File: src/hw/rtl/bmhq_pkg.sv
// Package for the max-heap priority queue: sizes, command and status codes,
// and the control struct that the top level hands to every cell.
// Depends on nothing.
package bmhq_pkg;

  localparam int DEPTH    = 256;
  localparam int KEY_BITS = 32;
  localparam int CNT_W    = $clog2(DEPTH + 1);

  typedef enum logic [1:0] {
    CMD_INSERT = 2'd0,
    CMD_POP    = 2'd1,
    CMD_PEEK   = 2'd2,
    CMD_NONE   = 2'd3
  } cmd_t;

  typedef enum logic [1:0] {
    ST_OK    = 2'd0,
    ST_FULL  = 2'd1,
    ST_EMPTY = 2'd2
  } status_t;

  typedef struct packed {
    logic ins;
    logic pop;
  } cell_ctl_t;

endpackage

File: src/hw/rtl/bmhq_cell.sv
// One cell of the sorted chain: holds a single key and moves it towards
// or away from the head as its neighbours dictate. Depends on bmhq_pkg.
module bmhq_cell (
  input  logic                          clk,
  input  bmhq_pkg::cell_ctl_t           ctl,
  input  logic [bmhq_pkg::KEY_BITS-1:0] key,
  input  logic                          valid,
  input  logic                          left_keep,
  input  logic [bmhq_pkg::KEY_BITS-1:0] left_value,
  input  logic [bmhq_pkg::KEY_BITS-1:0] right_value,
  output logic                          keep,
  output logic [bmhq_pkg::KEY_BITS-1:0] value
);
  import bmhq_pkg::*;

  logic [KEY_BITS-1:0] value_next;

  assign keep = valid && (value >= key);

  always_comb begin
    value_next = value;
    if (ctl.ins) begin
      if (!keep) begin
        value_next = left_keep ? key : left_value;
      end
    end else if (ctl.pop) begin
      value_next = right_value;
    end
  end

  always_ff @(posedge clk) begin
    value <= value_next;
  end

endmodule

File: config.mk
export PLATFORM = sky130hd
export DESIGN_NAME = bmhq_cell
export DESIGN_NICKNAME = d
export VERILOG_FILES = /design/src/hw/rtl/bmhq_pkg.sv /design/src/hw/rtl/bmhq_cell.sv
export SDC_FILE = /design/constraint.sdc
export NUM_CORES = 1
export LEC_CHECK = 0
export BUFFER_PORTS_ARGS = -buffer_cell sky130_fd_sc_hd__buf_4
export CAP_MARGIN = 20
export CORE_MARGIN = 3
export CORE_UTILIZATION = 45
export DETAILED_ROUTE_END_ITERATION = 10
export PLACE_DENSITY = 0.81
export SETUP_SLACK_MARGIN = 0.02
export SLEW_MARGIN = 0
export SYNTH_ARGS = -nofsm -noshare
export SYNTH_HDL_FRONTEND = slang
export SYNTH_SLANG_ARGS = --single-unit
export TNS_END_PERCENT = 5
File: constraint.sdc
create_clock -name clk -period 4.6 [get_ports clk]
set_clock_uncertainty 0.15 [all_clocks]
set_input_delay 0.46 -clock clk [delete_from_list [all_inputs] [get_ports clk]]
set_output_delay 0.46 -clock clk [all_outputs]
set_load 0.01 [all_outputs]
==> metrics, run 1 <==
EDFF count, synth 32; Clock Tree Buf Depth 2; Mean Syn Cell Area 9.46 sq um; IO Pins 134; vias in the first global route 2286; clock tree root buffer cell clkbuf_8; Post-Layout Cell Count 457; Gate Count Post-Synth 257; initial DRC count 89; Reg clk slew, reported paths 70 ps; Cell Chain, Critical Path ha_1 > nand4_1 > nor3_2 > or4b_1 > a31oi_1 > o21a_1 > buf_4; Post-Syn Nets 390; Critical Path Max Stage Delay 450 ps; port bufs 133; startpoint class of the critical path flip-flop; Static Leak 1.79 nW; Num CTS Buffers 5; max FFs per register 32; ys flop type edfxtp_1; Max FO, Critical Path 3; Final min period 3120 ps; crit path buf inv count 1; Top Family by Delay on Critical Path simple AND/OR/NAND/NOR gates; Clock Latency Late Sink 280 ps; Final Hold Viols 0; total global-route track usage 0.197; grt total ovfl 0; asr flop ratio synth 0; clock tree from TritonCTS built; max cap viols 0; run status complete, no violations; cell at the slowest stage of the critical path or4b_1; Residual DRC 0; # clock sinks 32; Tcrit/Tclk final 0.677; Peak VDD IR 154 uV; flop2flop setup slack 1620 ps; TritonRoute pass-1 iters 4; Post-Syn Area 2430 sq um; DP Area 3480 sq um; Power Density 250 nW/um^2; slew of the pin with the lowest slew margin 1010 ps; RePlAce Congestion 0.789; via/cell ratio 5.07; first-pass GRT wire length 9780 um; Reg with most FFs value; WL/cell 13.9 um; ANT cells 0; setup repair after global routing missed its margin false; register bit total from synthesis 32; vias post-DR 2319; initial antenna violation count 0; slew margin rel. 0.325; count of final setup violators 0; Starting Density 0.470; # Post-CTS Setup Buffers 0; post-CTS sizing 0; hold bufs inserted after CTS 0; nets@finish 519; die area 6320 sq um; critical path class reg -> out; FP Rows 26; Max Freq 0.321 GHz; Largest regs value (32); Seq/Total Area, Yosys 0.395; Post-DRT Antenna Nets 0; DP HPWL 5120 um; Warnings, synthesis 0; Worst setup EP type primary output; Die Wd 79.5 um; Post-Layout Inst Area 3560 sq um; largest net degree at the start of global routing 67; Die Ht 79.5 um; layout cell share with drive strength beyond 1 0.362; H-tree lvl count 2; placed cells 449; HP Class in -> reg; setup TNS 0 ps; WP data required 3990 ps; post-synth cell types 24; core area 5170 sq um; P&R area growth vs syn 46.6%; CP Data Arrival Time 2510 ps; Slew Viols, Final 0; Routed WL 6370 um
-- layout make-up --
class,count,area (sq um)
Multi-Input combinational cell,181,1310
Tap cell,70,87.6
Sequential cell,32,961
Fill cell,420,1610
Clock buffer,7,76.3
Clock inverter,1,3.75
Timing Repair Buffer,133,998
Inverter,33,124
-- worst register-to-register path, stage by stage (launching register included) --
cell and delay, ps:
edfxtp_1 410, ha_1 340, a21oi_1 140, o21ai_0 140, a221oi_1 360, nand4_1 200
o21ai_4 840
-- power breakdown --
part | total, W | internal, W | switching [W] | leakage (nW)
Sequential | 0.000386 | 0.000367 | 0.0000189 | 0.314
Clock | 0.000202 | 0.000105 | 0.0000973 | 0.0399
Combinational | 0.000304 | 0.000160 | 0.000144 | 1.44
Total | 0.000892 | 0.000632 | 0.000261 | 1.79
-- per-stage QoR --
stage               power (W)  setup slack [ps]  utilization  hold slack (ps)
finish               0.000892              1480        0.689              347
global route         0.000947              1410        0.689              353
CTS                  0.000899              1480        0.689              347
detailed placement   0.000697              1450        0.673              637
global placement     0.000685              1520        0.673              631
floorplan            0.000538              1130            -              536
-- cells in the final DEF (no fill, tap or decap), drive strengths merged --
master / netlist / final
a2111oi: 1 / 1
a21oi: 45 / 45
a221oi: 1 / 1
a2bb2oi: 1 / 1
a31oi: 1 / 1
buf: 4 / 133
clkbuf: 7 / 7
clkinv: 0 / 1
edfxtp: 32 / 32
ha: 32 / 32
inv: 33 / 33
mux2i: 33 / 33
nand2: 9 / 9
nand2b: 2 / 2
nand3: 3 / 3
nand4: 7 / 7
nor2: 34 / 34
nor3: 2 / 2
o21a: 3 / 3
o21ai: 5 / 5
or4: 1 / 1
or4b: 1 / 1
-- cell usage after synthesis, drive strengths merged, types with 2 or more instances --
cell	instances	area, sq um
mux2i	33	330
buf	4	18.8
nor3	2	15.0
nand3	3	15.0
nand2	9	33.8
ha	32	400
o21ai	5	25.0
nor2	34	128
clkbuf	7	26.3
nand2b	2	12.5
inv	33	124
edfxtp	32	961
o21a	3	22.5
nand4	7	43.8
a21oi	45	225
-- path summary, 6_finish.rpt --
kind,start,to,cells after the start
worst max-delay path,value[14]$_DFFE_PP_,keep,7
worst min-delay path,right_value[1],value[1]$_DFFE_PP_,3
worst max register to register,value[23]$_DFFE_PP_,value[28]$_DFFE_PP_,6
worst min register to register,value[31]$_DFFE_PP_,value[2]$_DFFE_PP_,4
-- kinds of logic (layout without fill, tap and decap cells) --
kind of cell / Yosys count / in the layout / share of synthesized area
compound gates: 57 / 57 / 0.126
mux: 33 / 33 / 0.136
flops: 32 / 32 / 0.395
simple gates: 59 / 59 / 0.109
fa+ha+maj: 32 / 32 / 0.165
buf+inv: 44 / 174 / 0.0695
-- routing by layer --
| layer | vias up | track usage | share of wire |
|---|---|---|---|
| li1 | 1181 | - | - |
| met1 | 1058 | 0.220 | 0.39 |
| met2 | 69 | 0.361 | 0.53 |
| met3 | 11 | 0.0508 | 0.064 |
| met4 | 0 | 0.0653 | 0.022 |
| met5 | - | 0 | 0 |
(Power assumes the default switching activity.)
==> inputs of run 2 (changes only) <==
- clock period: 4.6 -> 3.15 ns (I/O delays scaled with it)
==> metrics, run 2 (same netlist as run 1, synthesis figures left out) <==
cell count along the critical path 7 (unchanged); Clock Latency Late Sink 280 ps (about the same); Max FO, Critical Path 3 (unchanged); vias in the first global route 2339 (was 2286); Post-DRT Antenna Nets 0 (unchanged); slew margin rel. 0.569 (was 0.325); slew of the pin with the lowest slew margin 647 ps (was 1010 ps); count of final setup violators 0 (unchanged); fin util 0.692 (was 0.689); R2R Path Start value[14]$_DFFE_PP_ (was value[23]$_DFFE_PP_); most common cell after layout, fill and taps aside buf_4 (unchanged); Power Density 366 nW/um^2 (was 250 nW/um^2); P&R area growth vs syn 47.2% (was 46.6%); vias post-DR 2302 (was 2319); nets@finish 521 (was 519); HP Class in -> reg (unchanged); r2r endpoint value[15]$_DFFE_PP_ (was value[28]$_DFFE_PP_); via/cell ratio 5.02 (was 5.07); Worst setup EP type primary output (unchanged); TritonRoute pass-1 iters 4 (unchanged); Tcrit/Tclk final 0.936; # clock sinks 32 (unchanged); core area 5170 sq um (unchanged); overall power 0.00131 W (was 0.000892 W); total global-route track usage 0.212 (was 0.197); Starting Density 0.470 (unchanged); first-pass GRT wire length 10400 um (was 9780 um); WP data required 2680 ps (was 3990 ps); Worst R2R Path Depth 7 (was 6); Slew Viols, Final 0 (unchanged); Critical Path Max Stage Delay 470 ps (was 450 ps); Die Ht 79.5 um (unchanged); Final min period 2950 ps; max cap viols 0 (unchanged); Clock Tree Buf Depth 2 (unchanged); IO Pins 134 (unchanged); # Post-CTS Setup Buffers 0 (unchanged); layout cell share with drive strength beyond 1 0.365 (was 0.362); die area 6320 sq um (unchanged); Reg with most FFs value (unchanged); crit path buf inv count 1 (unchanged); initial antenna violation count 0 (unchanged); WL/cell 14.6 um (was 13.9 um); Setup crit end keep (unchanged); Routed WL 6680 um (was 6370 um); hold bufs inserted after CTS 0 (unchanged); port bufs 133 (unchanged); crit path from value[14]$_DFFE_PP_ (unchanged); cell at the slowest stage of the critical path or4b_1 (unchanged); Static Leak 1.80 nW (was 1.79 nW); DP HPWL 5400 um (was 5120 um); setup TNS 0 ps (unchanged); Reg clk slew, reported paths 70 ps (about the same); H-tree lvl count 2 (unchanged); clock tree from TritonCTS built (unchanged); hold slack 209 ps (was 347 ps); ANT cells 0 (unchanged); RePlAce Congestion 0.770 (was 0.789); Max Freq 0.339 GHz; Post-Layout Cell Count 459 (was 457); flop2flop setup slack 450 ps (was 1620 ps); CP Data Arrival Time 2480 ps (was 2510 ps); Peak VDD IR 293 uV (was 154 uV); Final Hold Viols 0 (unchanged); startpoint class of the critical path flip-flop (unchanged); most frequent cells in the layout buf_4, a21oi_1, nor2_1 (unchanged); initial DRC count 66 (was 89); setup repair after global routing missed its margin false (unchanged); Largest regs value (32) (unchanged); max FFs per register 32 (unchanged); FP Rows 26 (unchanged); placed cells 451 (was 449); Cell Chain, Critical Path ha_1 > nand4_1 > nor3_2 > or4b_1 > a31oi_1 > o21a_1 > buf_4 (unchanged); clock tree root buffer cell clkbuf_8 (unchanged); critical path class reg -> out (unchanged); grt total ovfl 0 (unchanged); post-CTS sizing 0 (unchanged); Num CTS Buffers 5 (unchanged); Die Wd 79.5 um (unchanged); run status complete, no violations (unchanged); Residual DRC 0 (unchanged); largest net degree at the start of global routing 67 (unchanged); Top Family by Delay on Critical Path simple AND/OR/NAND/NOR gates (unchanged)
## run 2: cell types whose count changed in the layout (fill, tap and decap cells not counted), sizes merged
cell,before,now
buf,133,135
## run 2: worst min-delay path by stage
stage,depth (start not counted),end,start
finish,3,value[30]$_DFFE_PP_,right_value[30]
global route,3,value[11]$_DFFE_PP_,right_value[11]
global placement,3,value[18]$_DFFE_PP_,right_value[18]
detailed placement,3,value[18]$_DFFE_PP_,right_value[18]
floorplan,2,value[30]$_DFFE_PP_,right_value[30]
CTS,3,value[11]$_DFFE_PP_,right_value[11]
## run 2: power by group
part	leakage (nW)	internal, W	switching (W)
Sequential	0.314	0.000535	0.0000284
Clock	0.0399	0.000154	0.000145
Combinational	1.45	0.000236	0.000211
Total	1.80	0.000925	0.000384
## run 2: worst min-delay path, stage by stage
cell     delay (ps)
buf_4            80
nor2_1           30
a21oi_1         100
## run 2: through the flow
stage / area (sq um) / setup WS [ps]
after detailed placement: 3500 / 404
final: 3580 / 200
after global placement: 3500 / 418
after CTS: 3580 / 164
after floorplan: 2430 / 277
after global routing: 3580 / 21.0
## run 2: metal layers
layer | GRT usage | share of wire
met4 | 0.0601 | 0.011
met3 | 0.0497 | 0.069
met5 | 0 | 0
met2 | 0.387 | 0.51
met1 | 0.245 | 0.41
## run 2: area by class of cell
cell class | instances | area, sq um
Multi-Input combinational cell | 181 | 1310
Clock buffer | 7 | 76.3
Tap cell | 70 | 87.6
Sequential cell | 32 | 961
Clock inverter | 1 | 3.75
Inverter | 33 | 124
Timing Repair Buffer | 135 | 1010
Fill cell | 421 | 1590
